--- src/rtl/necd_pkg.sv ---
// necd_pkg: shared types, codes and reset constants of the NEC IR frame decoder.
// No dependencies; the interfaces, the frame check and the top level use it.

package necd_pkg;

  // Field widths
  localparam int unsigned TickW    = 14;
  localparam int unsigned ByteW    = 8;
  localparam int unsigned FrameW   = 4 * ByteW;
  localparam int unsigned IdxW     = 6;
  localparam int unsigned CfgIdxW  = 4;
  localparam int unsigned CfgDataW = TickW;

  // Leader plus 32 data periods
  localparam logic [IdxW-1:0] FramePeriods = IdxW'(33);

  // Register reset values
  localparam logic [TickW-1:0] MinZeroRst  = TickW'(600);
  localparam logic [TickW-1:0] MinOneRst   = TickW'(1000);
  localparam logic [TickW-1:0] MaxOneRst   = TickW'(2000);
  localparam logic [TickW-1:0] TimeoutRst  = TickW'(10000);
  localparam logic [ByteW-1:0] CodeRst     = '0;

  // Register indexes on the configuration channel
  typedef enum logic [CfgIdxW-1:0] {
    CfgMinZero  = 4'd0,
    CfgMinOne   = 4'd1,
    CfgMaxOne   = 4'd2,
    CfgTimeout  = 4'd3,
    CfgExpAddr  = 4'd4,
    CfgVolUp    = 4'd5,
    CfgVolDown  = 4'd6,
    CfgMute     = 4'd7
  } cfg_idx_e;

  typedef enum logic [2:0] {
    StatusOk       = 3'd0,
    StatusTimeout  = 3'd1,
    StatusBadTime  = 3'd2,
    StatusAddrFail = 3'd3,
    StatusCmdFail  = 3'd4
  } status_e;

  typedef enum logic [1:0] {
    ActNone    = 2'd0,
    ActVolUp   = 2'd1,
    ActVolDown = 2'd2,
    ActMute    = 2'd3
  } action_e;

  // Dispatch codes seen by the frame check
  typedef struct packed {
    logic [ByteW-1:0] exp_addr;
    logic [ByteW-1:0] vol_up;
    logic [ByteW-1:0] vol_down;
    logic [ByteW-1:0] mute;
  } dispatch_cfg_t;

  // One result item
  typedef struct packed {
    status_e          status;
    logic [ByteW-1:0] address;
    logic [ByteW-1:0] command;
    action_e          action;
  } result_t;

endpackage

--- src/rtl/necd_if.sv ---
// necd_if: valid/ready channels of the NEC IR frame decoder (input, result, config).
// Depends on necd_pkg for field widths and codes.

interface necd_in_if;
  logic                           valid;
  logic                           ready;
  logic [necd_pkg::TickW-1:0]     period_count;

  modport source (output valid, output period_count, input ready);
  modport sink   (input valid, input period_count, output ready);
endinterface

interface necd_out_if;
  logic                           valid;
  logic                           ready;
  necd_pkg::status_e              status;
  logic [necd_pkg::ByteW-1:0]     address;
  logic [necd_pkg::ByteW-1:0]     command;
  necd_pkg::action_e              action;

  modport source (output valid, output status, output address, output command,
                  output action, input ready);
  modport sink   (input valid, input status, input address, input command,
                  input action, output ready);
endinterface

interface necd_cfg_if;
  logic                           valid;
  logic                           ready;
  logic [necd_pkg::CfgIdxW-1:0]   reg_index;
  logic [necd_pkg::CfgDataW-1:0]  wdata;

  modport source (output valid, output reg_index, output wdata, input ready);
  modport sink   (input valid, input reg_index, input wdata, output ready);
endinterface

--- src/rtl/necd_frame_check.sv ---
// necd_frame_check: checks the 32 collected bits of a frame and picks the action.
// Depends on necd_pkg; purely combinational, used by the top level.

module necd_frame_check (
  input  logic [necd_pkg::FrameW-1:0] frame_i,
  input  logic                        timing_bad_i,
  input  necd_pkg::dispatch_cfg_t     cfg_i,
  output necd_pkg::result_t           result_o
);

  logic [necd_pkg::ByteW-1:0] b0, b1, b2, b3;
  logic                       addr_ok, cmd_ok;
  necd_pkg::action_e          act;

  // Bytes arrive in order address, ~address, command, ~command
  assign b0 = frame_i[4*necd_pkg::ByteW-1 -: necd_pkg::ByteW];
  assign b1 = frame_i[3*necd_pkg::ByteW-1 -: necd_pkg::ByteW];
  assign b2 = frame_i[2*necd_pkg::ByteW-1 -: necd_pkg::ByteW];
  assign b3 = frame_i[necd_pkg::ByteW-1 -: necd_pkg::ByteW];

  assign addr_ok = (b0 == ~b1);
  assign cmd_ok  = (b2 == ~b3);

  // Dispatch: an all-zero frame and a foreign address do nothing
  always_comb begin
    act = necd_pkg::ActNone;
    if ((b0 != '0 || b2 != '0) && b0 == cfg_i.exp_addr) begin
      if (b2 == cfg_i.vol_up) begin
        act = necd_pkg::ActVolUp;
      end else if (b2 == cfg_i.vol_down) begin
        act = necd_pkg::ActVolDown;
      end else if (b2 == cfg_i.mute) begin
        act = necd_pkg::ActMute;
      end
    end
  end

  // Status priority: timing, address check, command check
  always_comb begin
    result_o = '{status: necd_pkg::StatusOk, address: '0, command: '0,
                 action: necd_pkg::ActNone};
    if (timing_bad_i) begin
      result_o.status = necd_pkg::StatusBadTime;
    end else if (!addr_ok) begin
      result_o.status = necd_pkg::StatusAddrFail;
    end else if (!cmd_ok) begin
      result_o.status = necd_pkg::StatusCmdFail;
    end else begin
      result_o.address = b0;
      result_o.command = b2;
      result_o.action  = act;
    end
  end

endmodule

--- src/rtl/nec_ir_frame_decoder.sv ---
// nec_ir_frame_decoder: NEC IR frame decoder, one pulse period per input item.
// Depends on necd_pkg, the channels in necd_if and necd_frame_check.
//
//   channel  dir  payload                              item
//   in_i     in   period_count[13:0]                   one pulse period in ticks
//   out_o    out  status, address, command, action     one frame result
//   cfg_i    in   reg_index[3:0], wdata[13:0]          one register write
//
// One item per cycle while the result is not stalled; an input item sits in the input
// register after the edge that accepts it and then updates the frame state and, at a frame
// end or timeout, the result register (frame update and check in one pass).
// Reset clears the frame state, the valid flags and loads the register defaults.
// A stalled result holds the update stage; input stays ready while the input
// register is empty or its item moves on in the same cycle.

module nec_ir_frame_decoder (
  input  logic           clk_i,
  input  logic           rst_ni,
  necd_in_if.sink        in_i,
  necd_out_if.source     out_o,
  necd_cfg_if.sink       cfg_i
);

  // Configuration registers
  logic [necd_pkg::TickW-1:0] min_zero_q, min_one_q, max_one_q, timeout_q;
  necd_pkg::dispatch_cfg_t    disp_q;

  assign cfg_i.ready = 1'b1;

  always_ff @(posedge clk_i or negedge rst_ni) begin
    if (!rst_ni) begin
      min_zero_q <= necd_pkg::MinZeroRst;
      min_one_q  <= necd_pkg::MinOneRst;
      max_one_q  <= necd_pkg::MaxOneRst;
      timeout_q  <= necd_pkg::TimeoutRst;
      disp_q     <= '{exp_addr: necd_pkg::CodeRst, vol_up: necd_pkg::CodeRst,
                      vol_down: necd_pkg::CodeRst, mute: necd_pkg::CodeRst};
    end else if (cfg_i.valid) begin
      unique case (necd_pkg::cfg_idx_e'(cfg_i.reg_index))
        necd_pkg::CfgMinZero: min_zero_q      <= cfg_i.wdata;
        necd_pkg::CfgMinOne:  min_one_q       <= cfg_i.wdata;
        necd_pkg::CfgMaxOne:  max_one_q       <= cfg_i.wdata;
        necd_pkg::CfgTimeout: timeout_q       <= cfg_i.wdata;
        necd_pkg::CfgExpAddr: disp_q.exp_addr <= cfg_i.wdata[necd_pkg::ByteW-1:0];
        necd_pkg::CfgVolUp:   disp_q.vol_up   <= cfg_i.wdata[necd_pkg::ByteW-1:0];
        necd_pkg::CfgVolDown: disp_q.vol_down <= cfg_i.wdata[necd_pkg::ByteW-1:0];
        necd_pkg::CfgMute:    disp_q.mute     <= cfg_i.wdata[necd_pkg::ByteW-1:0];
        default: ;
      endcase
    end
  end

  // Input register
  logic                       in_valid_q;
  logic [necd_pkg::TickW-1:0] period_q;
  logic                       proc_go;
  logic                       out_valid_q;

  assign proc_go    = in_valid_q && (!out_valid_q || out_o.ready);
  assign in_i.ready = !in_valid_q || proc_go;

  always_ff @(posedge clk_i or negedge rst_ni) begin
    if (!rst_ni) begin
      in_valid_q <= 1'b0;
    end else if (in_i.ready) begin
      in_valid_q <= in_i.valid;
    end
  end

  always_ff @(posedge clk_i) begin
    if (in_i.valid && in_i.ready) begin
      period_q <= in_i.period_count;
    end
  end

  // Frame state
  logic [necd_pkg::IdxW-1:0]   idx_q, idx_d;
  logic [necd_pkg::FrameW-1:0] shift_q, shift_d;
  logic                        bad_q, bad_d;

  logic timeout_hit, is_data, lt_zero, lt_one, gt_max, bit_bad, bit_val, frame_done;

  // Classify the period: timeout, then zero/one/bad in fixed order
  assign timeout_hit = (period_q >= timeout_q);
  assign is_data     = (idx_q != '0);
  assign lt_zero     = (period_q < min_zero_q);
  assign lt_one      = (period_q < min_one_q);
  assign gt_max      = (period_q > max_one_q);
  assign bit_bad     = lt_zero || (!lt_one && gt_max);
  assign bit_val     = !lt_zero && !lt_one && !gt_max;

  always_comb begin
    shift_d = is_data ? {shift_q[necd_pkg::FrameW-2:0], bit_val} : shift_q;
    bad_d   = bad_q || (is_data && bit_bad);
    idx_d   = idx_q + 1'b1;
  end

  assign frame_done = (idx_d == necd_pkg::FramePeriods);

  always_ff @(posedge clk_i or negedge rst_ni) begin
    if (!rst_ni) begin
      idx_q   <= '0;
      shift_q <= '0;
      bad_q   <= 1'b0;
    end else if (proc_go) begin
      if (timeout_hit || frame_done) begin
        idx_q   <= '0;
        shift_q <= '0;
        bad_q   <= 1'b0;
      end else begin
        idx_q   <= idx_d;
        shift_q <= shift_d;
        bad_q   <= bad_d;
      end
    end
  end

  // Frame check on the completed bits
  necd_pkg::result_t check_res, res_d, res_q;

  necd_frame_check u_frame_check (
    .frame_i      (shift_d),
    .timing_bad_i (bad_d),
    .cfg_i        (disp_q),
    .result_o     (check_res)
  );

  always_comb begin
    if (timeout_hit) begin
      res_d = '{status: necd_pkg::StatusTimeout, address: '0, command: '0,
                action: necd_pkg::ActNone};
    end else begin
      res_d = check_res;
    end
  end

  // Result register
  logic emit;
  assign emit = proc_go && (timeout_hit || frame_done);

  always_ff @(posedge clk_i or negedge rst_ni) begin
    if (!rst_ni) begin
      out_valid_q <= 1'b0;
    end else if (emit) begin
      out_valid_q <= 1'b1;
    end else if (out_o.ready) begin
      out_valid_q <= 1'b0;
    end
  end

  always_ff @(posedge clk_i) begin
    if (emit) begin
      res_q <= res_d;
    end
  end

  assign out_o.valid   = out_valid_q;
  assign out_o.status  = res_q.status;
  assign out_o.address = res_q.address;
  assign out_o.command = res_q.command;
  assign out_o.action  = res_q.action;

endmodule

--- src/flat_wrapper.sv ---
// flat-port wrapper written by rule: the top's interface ports become plain ports
module nec_ir_frame_decoder_flat 
  (clk_i, rst_ni, in_i_valid, in_i_period_count, in_i_ready, out_o_valid, out_o_status, out_o_address, out_o_command, out_o_action, out_o_ready, cfg_i_valid, cfg_i_reg_index, cfg_i_wdata, cfg_i_ready);
  necd_in_if in_i_i ();
  necd_out_if out_o_i ();
  necd_cfg_if cfg_i_i ();
  input  logic clk_i;
  input  logic rst_ni;
  input wire logic [$bits(in_i_i.valid)-1:0] in_i_valid;
  input wire logic [$bits(in_i_i.period_count)-1:0] in_i_period_count;
  output wire logic [$bits(in_i_i.ready)-1:0] in_i_ready;
  output wire logic [$bits(out_o_i.valid)-1:0] out_o_valid;
  output wire logic [$bits(out_o_i.status)-1:0] out_o_status;
  output wire logic [$bits(out_o_i.address)-1:0] out_o_address;
  output wire logic [$bits(out_o_i.command)-1:0] out_o_command;
  output wire logic [$bits(out_o_i.action)-1:0] out_o_action;
  input wire logic [$bits(out_o_i.ready)-1:0] out_o_ready;
  input wire logic [$bits(cfg_i_i.valid)-1:0] cfg_i_valid;
  input wire logic [$bits(cfg_i_i.reg_index)-1:0] cfg_i_reg_index;
  input wire logic [$bits(cfg_i_i.wdata)-1:0] cfg_i_wdata;
  output wire logic [$bits(cfg_i_i.ready)-1:0] cfg_i_ready;
  assign in_i_i.valid = in_i_valid;
  assign in_i_i.period_count = in_i_period_count;
  assign in_i_ready = in_i_i.ready;
  assign out_o_valid = out_o_i.valid;
  assign out_o_status = out_o_i.status;
  assign out_o_address = out_o_i.address;
  assign out_o_command = out_o_i.command;
  assign out_o_action = out_o_i.action;
  assign out_o_i.ready = out_o_ready;
  assign cfg_i_i.valid = cfg_i_valid;
  assign cfg_i_i.reg_index = cfg_i_reg_index;
  assign cfg_i_i.wdata = cfg_i_wdata;
  assign cfg_i_ready = cfg_i_i.ready;
  nec_ir_frame_decoder u_core (.clk_i(clk_i), .rst_ni(rst_ni), .in_i(in_i_i), .out_o(out_o_i), .cfg_i(cfg_i_i));
endmodule
--- config.mk ---
export PLATFORM = sky130hd
export DESIGN_NAME = nec_ir_frame_decoder_flat
export DESIGN_NICKNAME = d
export VERILOG_FILES = /design/src/rtl/necd_pkg.sv /design/src/rtl/necd_if.sv /design/src/rtl/necd_frame_check.sv /design/src/rtl/nec_ir_frame_decoder.sv /design/src/flat_wrapper.sv
export SDC_FILE = /design/constraint.sdc
export NUM_CORES = 1
export LEC_CHECK = 0
export BUFFER_PORTS_ARGS = -buffer_cell sky130_fd_sc_hd__buf_4
export CAP_MARGIN = 20
export CORE_MARGIN = 3
export CORE_UTILIZATION = 60
export CTS_CLUSTER_SIZE = 30
export DETAILED_ROUTE_END_ITERATION = 8
export GPL_TIMING_DRIVEN = 0
export PLACE_DENSITY = 0.83
export SKIP_LAST_GASP = 1
export SLEW_MARGIN = 20
export SYNTH_ARGS = -nofsm -noshare
export SYNTH_HDL_FRONTEND = slang
export SYNTH_HIERARCHICAL = 1
export SYNTH_SLANG_ARGS = --single-unit
--- constraint.sdc ---
create_clock -name clk_i -period 9.6 [get_ports clk_i]
set_input_delay 1.92 -clock clk_i [delete_from_list [all_inputs] [get_ports clk_i]]
set_output_delay 1.92 -clock clk_i [all_outputs]
set_load 0.005 [all_outputs]
# --- Yosys cells after proc, flatten, opt, wreduce, memory -nomap -nowiden ---
# Cells that the tools add are included.
word_totals:
  in_bits: 37
  word_cells: 92
  regBits: 164
op_classes:
  n_mux: 12
  n_lt_le_gt_ge: 4
  n_addsub: 1
  reduce_logical: 36
  eq_ne: 14
  n_bitwise: 5
op_table:
  columns: ["operator", "n"]
  rows:
  - ["$mux 32", 2]
  - ["$eq 8x8->1", 6]
  - ["$lt 14x14->1", 2]
  - ["$eq 4x3->1 const B", 4]
  - ["$not 8->8", 2]
  - ["$reduce_and 2->1", 8]
  - ["$reduce_bool 8->1", 2]
  - ["$ge 14x14->1", 1]
  - ["$gt 14x14->1", 1]
  - ["$eq 4x2->1 const B", 2]
  - ["$logic_and 1x1->1", 8]
  - ["$mux 2", 4]
  - ["$add 6x1->6 const B", 1]
  - ["$eq 6x6->1 const B", 1]
  - ["$logic_or 1x1->1", 6]
  - ["$mux 6", 1]
  - ["$reduce_bool 6->1", 1]
  - ["$reduce_or 6->1", 1]
  - ["$logic_not 1->1", 5]
  - ["$reduce_or 5->1", 1]
  - ["$eq 4x1->1 const B", 1]
  - ["$logic_not 4->1", 1]
  - ["$mux 1", 4]
  - ["$reduce_or 4->1", 1]
  - ["other kinds (4)", 6]

# --- Longest topological paths before layout ---
logic_depth:
  word_depth: 10
  ltp_mapped: 15
  ltp_nobuf: 15

# --- Hierarchy ---
# The synthesis kept the hierarchy.
modules_own_cells:
  columns: ["module", "area_each_um2", "seq_area_each_um2", "instances", "cells_each"]
  rows:
  - ["nec_ir_frame_decoder", 8132.8, 4305.4, 1, 701]
  - ["necd_frame_check", 794.5, 0.0, 1, 107]

# --- Least setup slack after synthesis ---
# OpenSTA, ideal clock, no wires.
synth_path:
  path_type: "input to output"
  start: "input out_o_ready"
  end: "output in_i_ready"
  required_ps: 7680
  arrival_time_ps: 2094
  path_buffers: 0
  setup_slack_ps: 5586
  stages: 1
  cell_sequence: "nand3b_1"
synth_via:
  elab_chain_len: 3
synth_rtl:
  columns: ["item", "line", "source"]
  rows:
  - ["start: declaration", "flat_wrapper.sv:17", "input wire logic [$bits(out_o_i.ready)-1:0] out_o_ready;"]
  - ["$logic_or 1x1->1", "nec_ir_frame_decoder.sv:59", "assign proc_go = in_valid_q && (!out_valid_q || out_o.ready);"]
  - ["$logic_and 1x1->1", "nec_ir_frame_decoder.sv:59", null]
  - ["$logic_or 1x1->1", "nec_ir_frame_decoder.sv:60", "assign in_i.ready = !in_valid_q || proc_go;"]
  - ["end: declaration", "flat_wrapper.sv:11", "output wire logic [$bits(in_i_i.ready)-1:0] in_i_ready;"]
# No other way between the ends.

# --- Worst setup path after layout ---
# Same ends and word-level chain as after synthesis.

==> summary.md <==
| Metric | Value |
|---|---|
| Detailed Routing Iterations Pass 1 | 5 |
| Mapped Area | 8930 um^2 |
| Routability cong. | roughly 0.84 |
| Yosys top cell by area | dfrtp_1 |
| FMAX | 0.234 GHz |
| Worst slack at placement | approximately 5300 ps |
| Synth warnings | 6 |
| Sequential element share of the synthesized area | 0.482 |
| Final Core Density | 0.720 |
| CTS root buffer | clkbuf_16 |
| Hold WC Path Type | flop to flop |
| CP Launch Type | input port |
| Fin nets | 981 |
| Core area | 14200 um^2 |
| WHS Endpoint | u_core/shift_q[1]$_DFFE_PN0P_ |
| RR Endpoint | u_core/out_o.address[1]$_SDFFCE_PP0P_ |
| RSZ-0062 raised after global routing | no |
| GRT overflow | 0 |
| Vias | 6390 |
| Outcome | completed |
| Largest net degree at the start of global routing | just over 90 |
| # hold bufs at CTS | 0 |
| Worst r2r src | u_core/idx_q[0]$_DFFE_PN0P_ |
| I/O Pins | 61 |
| Worst Hold Path Cells | 2 |
| Relative slew slack | 0.509 |
| Setup TNS Final | 0 ps |
| Vias per inst | 5.91 |
| DRT iter0 DRCs | 421 |
| Met1 usage | 0.318 |
| CP Class | input port to output port |
| Synth top area share | 0.303 |
| Fin Clk Skew | 12.1 ps |
| Leakage power total | roughly 4.8 nW |
| CTS tree | built |
| H-tree level count | 4 |
| Flops & latches, synth | 164 |
| All-Layer GR Usage | 0.250 |
| Avg Inst Size Synth | 11.0 um^2 |
| R2r setup slk | between 5000 and 6000 ps |
| Top FF cell, synth | dfrtp_1 |
| Setup ws final | around 5300 ps |
| Max Cap Violations | 0 |
| Syn-to-layout area delta | 14.6% |
| Layout cells sized above 1 | 0.285 |
| IO buf count | 59 |
| Cts bufs inserted | 17 |
| Initial antenna violation count | 0 |
| # DRC | 0 |
| Number of enable-type register cells in the synthesized netlist | 35 |
| Starting Density | 0.629 |
| Worst setup EP type | output port |
| Worst skew pair latency | 440 ps |
| # setup viols final | 0 |
| Met3 Track Usage GR | 0.0521 |
| Inserted Diodes | 0 |
| Die area | 16400 um^2 |
| Number of global-route vias before repair | 6448 |
| Hold Crit Start | u_core/shift_q[1]$_DFFE_PN0P_ |
| Crit path arrival time | 2360 ps |
| Die H | 128 um |
| Max FO, Critical Path | 3 |
| Top post-synthesis cells by area | dfrtp_1 30%, mux2_2 13%, edfxtp_1 12%, ha_1 7.8%, dfstp_2 6.2% |
| Critical Path RT | 7680 ps |
| Clk buf depth | 2 |
| HPWL Detailed | 13600 um |
| Chip width | ~130 um |
| Clk slew on worst S/H paths | 60 ps |
| Row count | 43 |
| Fin crit share | 0.446 |
| Period minus WS final | roughly 4300 ps |
| Busiest grt layer | met2 |
| Sink Count | ~160 |
| Reg2Reg Depth | 13 |
| Syn Inst Count | 808 |
| Max VDD drop | 0.140 mV |
| Max Slew Vio Count | 0 |
| Final WL | 19600 um |
| M2 GR Usage | 0.416 |
| PwrDens | 217 nW/um^2 |
| Power Total | 2.22 mW |
| Post-CTS resize count | 0 |
| Least-Margin Pin Slew | 736 ps |
| Synth Net Count | between 900 and 1k |
| Area after DPL | 9640 um^2 |
| First-pass GRT wire length | 32100 um |
| Post-synth ARST share | 0.787 |
| Routed len/inst | 18.1 um |
| Routed Antenna Nets | 0 |
| Final hold violations | 0 |
| Post-route cell area | 10200 um^2 |
| Post-CTS Setup Inserts | 0 |
| Distinct cells, synth | between 50 and 60 |
[cell families (layout without fill, tap and decap cells)]
logic type	count (synthesis)	in the layout	synth area share
fa+ha+maj	56	56	0.0785
xor+xnor	49	49	0.0481
buf+inv	98	191	0.0475
compound gates	109	109	0.0725
other cells	1	1	0.000420
flops	164	164	0.482
mux	106	106	0.134
simple gates	225	225	0.137
[per-layer routing]
metal / vias to the layer above / wire (um)
met3: 47 / 1020
met2: 206 / 9810
li1: 3000 / -
met1: 3137 / 8200
met5: - / 0
met4: 0 / 525
[how the worst max path moves through the flow]
stage,startpoint,endpoint,slack [ps],depth (start not counted)
finish,out_o_ready,in_i_ready,5320,3
CTS,out_o_ready,in_i_ready,5310,3
global placement,out_o_ready,u_core/out_o.action[0]$_SDFFCE_PP0P_,5140,6
floorplan,out_o_ready,in_i_ready,5590,1
detailed placement,out_o_ready,in_i_ready,5320,3
global route,out_o_ready,in_i_ready,5260,3
[area by class of cell]
class                   count  area (um^2)
clock buffers              22          485
inverters                  56          210
fillers                  1034         3970
flip-flops and latches    164         4310
well taps                 180          225
repair buffers             61          489
multi-input cells         546         4200
clock inverters            10          104
plain buffers              42          214
[layout by cell type, fill, tap and decap left out, types with 3 or more instances in the layout]
cell       netlist  final
and3_2           7      7
nor4_1           7      7
buf_4           13     71
and3_1          32     32
dfrtp_1        108    108
edfxtp_1        35     35
a21o_1           5      5
nand3b_1         6      6
clkbuf_1        22     24
a21oi_1         25     25
nor2_1          20     19
buf_2            6      6
clkbuf_16        0     18
nand3_1         38     38
nor3_1           3      3
inv_1           56     56
dfstp_2         21     21
mux2_2         106    106
nor2b_1          7      7
clkinv_2         0      7
nand2b_1         6      6
nand2_1         71     71
nand4_1         12     12
xnor2_1         17     17
xor2_1          32     32
ha_1            56     56
o21ai_1         29     29
o21ai_0         32     32
[state kept, by name (all words and copies together), names as in the netlist, 2 cells and up]
register,cells
u_core/min_one_q,14
u_core/out_o.command,8
u_core/out_o.action,2
u_core/period_q,14
u_core/idx_q,6
u_core/max_one_q,14
u_core/disp_q,32
u_core/timeout_q,14
u_core/out_o.address,8
u_core/min_zero_q,14
u_core/shift_q,32
u_core/out_o.status,3
[cells in the mapped netlist, drive strengths merged (3+ instances only)]
library cell,n
nor2b,7
o31ai,3
xor2,32
dfrtp,108
nand3,40
clkbuf,22
and3,39
nand2,71
ha,56
nor3b,4
a21o,5
a21oi,25
inv,56
nor4,9
a211oi,3
nand2b,6
buf,20
nor2,20
nand4,13
dfstp,21
edfxtp,35
xnor2,17
nand3b,6
mux2,106
o21ai,61
nor3,3
[critical path, cell delays in order]
cell      delay (ps)
buf_4            110
nand3b_1         180
buf_4            150
[power breakdown]
group | switching (mW) | total [mW] | internal [mW]
clock network | 0.268 | 0.677 | 0.409
logic | 0.337 | 0.618 | 0.281
registers | 0.0706 | 0.926 | 0.856
[through the flow]
stage	hold WS, ps	instances
floorplan	444	808
global placement	459	1047
detailed placement	469	1049
CTS	494	1081
global route	518	1081
finish	497	1081
Note: power is estimated with default switching activity, not from simulation.
